**src/hw/rtl/padc_pkg.sv**
```systemverilog
// padc_pkg: shared types and constants for the projected area drag coefficient unit
// depends on nothing
`timescale 1ns / 1ps
package padc_pkg;

   typedef struct packed {
      logic signed [15:0] normal_x;
      logic signed [15:0] normal_y;
      logic signed [15:0] normal_z;
      logic signed [15:0] flow_x;
      logic signed [15:0] flow_y;
      logic signed [15:0] flow_z;
      logic [31:0]        surface_area;
      logic signed [15:0] surface_drag_coeff;
      logic signed [15:0] specularity;
      logic signed [15:0] accommodation;
      logic               last;
   } req_type;

   typedef struct packed {
      logic [39:0] projected_area;
      logic [15:0] effective_drag_coeff;
   } rsp_type;

   localparam logic [1:0] CSR_USE_MODEL   = 2'd0;
   localparam logic [1:0] CSR_REF_AREA    = 2'd1;
   localparam logic [1:0] CSR_DEFAULT_CD  = 2'd2;
   localparam logic [1:0] CSR_RESERVED    = 2'd3;

   localparam int MAX_SURFACES = 256;

   localparam logic [31:0] ONE_Q30      = 32'h4000_0000;
   localparam logic [15:0] COEF_015_Q16 = 16'd9830;
   localparam logic [15:0] DEFAULT_CD_RESET = 16'd9011;
   localparam int DIV_STEPS = 64;

   typedef enum logic [3:0] {
      ST_IDLE,
      ST_DOT1,
      ST_DOT2,
      ST_DOT3,
      ST_PROJ,
      ST_T1,
      ST_T2,
      ST_MOD,
      ST_COEFF,
      ST_CONTRIB,
      ST_ACC,
      ST_DIV,
      ST_OUT
   } state_type;

   // datapath command set, one bit per command; ST_ACC can raise acc and div_start together
   typedef struct packed {
      logic load;
      logic dot1;
      logic dot2;
      logic dot3;
      logic proj;
      logic t1;
      logic t2;
      logic modf;
      logic coeff;
      logic contrib;
      logic acc;
      logic div_start;
      logic div_step;
      logic clear;
   } cmd_type;

   typedef struct packed {
      logic last;
      logic div_done;
   } status_type;

endpackage

```
**src/hw/rtl/padc_ctrl.sv**
```systemverilog
// padc_ctrl: sequencer for one surface and the end-of-set divide
// depends on padc_pkg
`timescale 1ns / 1ps
module padc_ctrl
   import padc_pkg::*;
(
   input  logic       clock,
   input  logic       reset,
   input  logic       req_valid,
   output logic       req_ready,
   output logic       rsp_valid,
   input  logic       rsp_ready,
   input  logic       use_model,
   input  status_type status,
   output cmd_type    cmd
);

   state_type state_ff, state_in;

   always_ff @(posedge clock) begin
      if (reset) state_ff <= ST_IDLE;
      else       state_ff <= state_in;
   end

   always_comb begin
      state_in  = state_ff;
      cmd       = '0;
      req_ready = 1'b0;
      rsp_valid = 1'b0;
      unique case (state_ff)
         ST_IDLE: begin
            req_ready = 1'b1;
            if (req_valid) begin
               cmd.load = 1'b1;
               state_in = ST_DOT1;
            end
         end
         ST_DOT1: begin
            cmd.dot1 = 1'b1;
            state_in = ST_DOT2;
         end
         ST_DOT2: begin
            cmd.dot2 = 1'b1;
            state_in = ST_DOT3;
         end
         ST_DOT3: begin
            cmd.dot3 = 1'b1;
            state_in = ST_PROJ;
         end
         ST_PROJ: begin
            cmd.proj = 1'b1;
            state_in = ST_T1;
         end
         ST_T1: begin
            cmd.t1 = 1'b1;
            state_in = ST_T2;
         end
         ST_T2: begin
            cmd.t2 = 1'b1;
            state_in = ST_MOD;
         end
         ST_MOD: begin
            cmd.modf = 1'b1;
            state_in = ST_COEFF;
         end
         ST_COEFF: begin
            cmd.coeff = 1'b1;
            state_in = ST_CONTRIB;
         end
         ST_CONTRIB: begin
            cmd.contrib = 1'b1;
            state_in = ST_ACC;
         end
         ST_ACC: begin
            cmd.acc       = use_model;
            cmd.div_start = status.last;
            state_in      = status.last ? ST_DIV : ST_IDLE;
         end
         ST_DIV: begin
            if (status.div_done) state_in = ST_OUT;
            else cmd.div_step = 1'b1;
         end
         ST_OUT: begin
            rsp_valid = 1'b1;
            if (rsp_ready) begin
               cmd.clear = 1'b1;
               state_in  = ST_IDLE;
            end
         end
         default: state_in = ST_IDLE;
      endcase
   end

endmodule

```
**config.mk**
```make
export PLATFORM = sky130hd
export DESIGN_NAME = padc_ctrl
export DESIGN_NICKNAME = d
export VERILOG_FILES = /design/src/hw/rtl/padc_pkg.sv /design/src/hw/rtl/padc_ctrl.sv
export SDC_FILE = /design/constraint.sdc
export NUM_CORES = 1
export LEC_CHECK = 0
export BUFFER_PORTS_ARGS = -buffer_cell sky130_fd_sc_hd__buf_2
export CAP_MARGIN = 20
export CORE_UTILIZATION = 30
export CTS_CLUSTER_SIZE = 10
export DETAILED_ROUTE_END_ITERATION = 10
export SKIP_CTS_REPAIR_TIMING = 1
export SLEW_MARGIN = 5
export SYNTH_ARGS = -nofsm -noshare
export SYNTH_HDL_FRONTEND = slang
export SYNTH_SLANG_ARGS = --single-unit
```
**constraint.sdc**
```tcl
create_clock -name clock -period 3.1 [get_ports clock]
set_clock_uncertainty 0.1 [all_clocks]
set_input_delay 0.62 -clock clock [delete_from_list [all_inputs] [get_ports clock]]
set_output_delay 0.62 -clock clock [all_outputs]
set_load 0.05 [all_outputs]
```
==> summary.md <==
| Metric | Value |
|---|---|
| Layout cells sized above 1 | `0.372` |
| TritonCTS clock tree | `built` |
| First-pass DRT Iterations | `4` |
| Die area | `1570 um2` |
| Clock-pin slew on the worst setup and hold paths | `40 ps` |
| Sum Neg Setup Slack | `0 ps` |
| Mapped cell area | `424 um2` |
| Critical path type | `flop to output port` |
| CP Data Required Time | `2380 ps` |
| Die Y | `39.6 um` |
| Gr usage total | `0.162` |
| Hold WC Path Type | `input port to flop` |
| Root Driver | `clkbuf_4` |
| Clk sink count | `4` |
| RSZ-0062 raised after global routing | `false` |
| Post-synth top area cell | `dfxtp_1` |
| Avg WL per Cell | `11.4 um` |
| Fmax | `0.411 GHz` |
| Share of the synthesized area in the top cell type | `0.189` |
| Final period util | `0.784` |
| Core Region | `1300 um2` |
| Die X | `39.6 um` |
| Vias per cell | `5.14` |
| Status | `finished clean` |
| CP Capture Type | `output port` |
| Num rows | `13` |
| Synthesized flop and latch total | `4` |
| I/O Pins | `23` |
| Synth cell types | `29` |
| Area grow syn2layout | `28.3%` |
| Post-Synth Adder-Cell Area | `0` |
| Initial DRC count | `22` |
| Final #Nets | `87` |
| Post-synthesis sequential area ratio | `0.189` |
| Max rail drop VDD | `0.000182 V` |
| Slew Limit Fails | `0` |
| Placed inst area | `522 um2` |
| Synth Area in Compound Gates | `0.251` |
| CP Launch Type | `flop` |
| Clock Path Buffers | `2` |
| XOR/XNOR Fraction of Synth Area | `0` |
| GP Congestion | `0.789` |
| Max-cap violation count | `0` |
| Final hold violation count | `0` |
| CTS HTree Levels | `1` |
| Worst-Margin Slew | `488 ps` |
| Detail Route Antenna Nets | `0` |
| Final setup viols | `0` |
| Vias in the first global route | `398` |
| WP data arrival | `1710 ps` |
| Max FFs per register | `4` |
| Relative slew slack | `0.674` |
| Max FO, Critical Path | `14` |
| Tmin final | `2430 ps` |
| First-pass GRT wire length | `1.65 mm` |
| DPL Wire Length | `781 um` |
| Skew-Pair Late Insertion Delay | `240 ps` |
| Total grt overflow | `0` |
| Largest regs | `state_ff x4` |
| IO buf count | `22` |
| Initial antenna violation count | `0` |
| Largest family of logic cells by synthesized area | `simple AND/OR/NAND/NOR gates` |
| Simple-gate share of the synthesized area | `0.460` |
| Post-synthesis average cell area | `7.31 um2` |
| Post-route design area | `544 um2` |
| Vias post-DR | `478` |
| Ranking of synthesized cells by area | `dfxtp_1 19%, nor2_1 8.8%, nand2b_1 5.9%` |
| Syn nets | `65` |
| Starting Density | `0.326` |
| Antenna cells | `0` |
| Mux contribution to synthesized area | `0` |
| Yosys warning count | `0` |
| Leak pwr | `0.000271 uW` |
| Pwr dens | `358 nW/um2` |
| Largest net degree at the start of global routing | `16` |
| DRC viols | `0` |
| Syn Inst Count | `58` |
| CTS Buf Count | `3` |
| Wirelength, routed | `1.06 mm` |
| Most flops, register | `state_ff` |
==> critical path, stage by stage, from the launching register on <==
cell      delay [ps]
dfxtp_1          590
nand2b_1         180
or3_1            390
inv_1             60
buf_2            250
==> synthesized netlist by cell type <==
master	n
a2111oi_2	1
a31oi_1	2
nor2_1	10
nand2b_1	4
dfxtp_1	4
and3b_1	1
and3_1	1
nor3_2	1
nor3_1	2
buf_2	4
a32oi_1	1
and2b_1	1
buf_6	1
or2_1	1
o21ai_0	2
a21oi_1	1
inv_1	3
nor2b_1	1
nand3b_1	1
or2b_1	3
a311oi_1	1
o41ai_2	1
and4_1	2
and2_1	2
o21bai_1	1
or3_1	1
o31ai_1	1
nand2_1	3
a221oi_2	1
==> per-stage QoR <==
step                std cells  utilization  power, uW  setup WS (ps)  hold WS (ps)
floorplan                  58            -        115            531           462
global placement           90        0.401        129            952           583
detailed placement         90        0.401        129            935           590
CTS                        93        0.418        196            682           482
global route               93        0.418        208            548           480
finish                     93        0.418        195            670           485
==> layer usage <==
layer / global-route usage / wire [um]
met4: 0.103 / 10
met1: 0.186 / 500
met5: 0 / 0
met2: 0.254 / 440
met3: 0.0511 / 106
==> cell usage in the layout, fill, tap and decap left out, types with 2 or more instances in the layout <==
cell type,synthesis,layout
nand2_1,3,3
and2_1,2,2
nor3_1,2,2
nand2b_1,4,4
and4_1,2,2
nor2_1,10,10
a31oi_1,2,2
dfxtp_1,4,4
buf_2,4,22
o21ai_0,2,2
inv_1,3,3
or2b_1,3,3
clkbuf_4,0,3
==> final cells by class <==
type                    count  area, um2
multi-input cells          46        302
clock buffers               3       22.5
fillers                   147        757
repair buffers             22        110
flip-flops and latches      4       80.1
well taps                  15       18.8
inverters                   3       11.3
==> path summary, 6_finish.rpt <==
path	start	endpoint	slack, ps	depth (start not counted)
hold / removal	reset	state_ff[0]	490	2
setup reg to reg	state_ff[0]	state_ff[3]	1630	3
setup / recovery	state_ff[0]	cmd[1]	670	4
hold reg to reg	state_ff[1]	state_ff[0]	600	2
==> logic make-up (layout without fill, tap and decap cells) <==
family,Yosys count,in the layout
AND/OR/NAND/NOR,34,34
AO/OA/AOI/OAI,12,12
buffers and inverters,8,28
flip-flops,4,4
==> report_power, final <==
group | internal (uW) | switching (uW) | total, uW
sequential | 54.7 | 9.94 | 64.6
combinational | 19.3 | 44.6 | 63.9
clock | 43.4 | 22.9 | 66.3
total | 117 | 77.4 | 195
(Power assumes the default switching activity.)
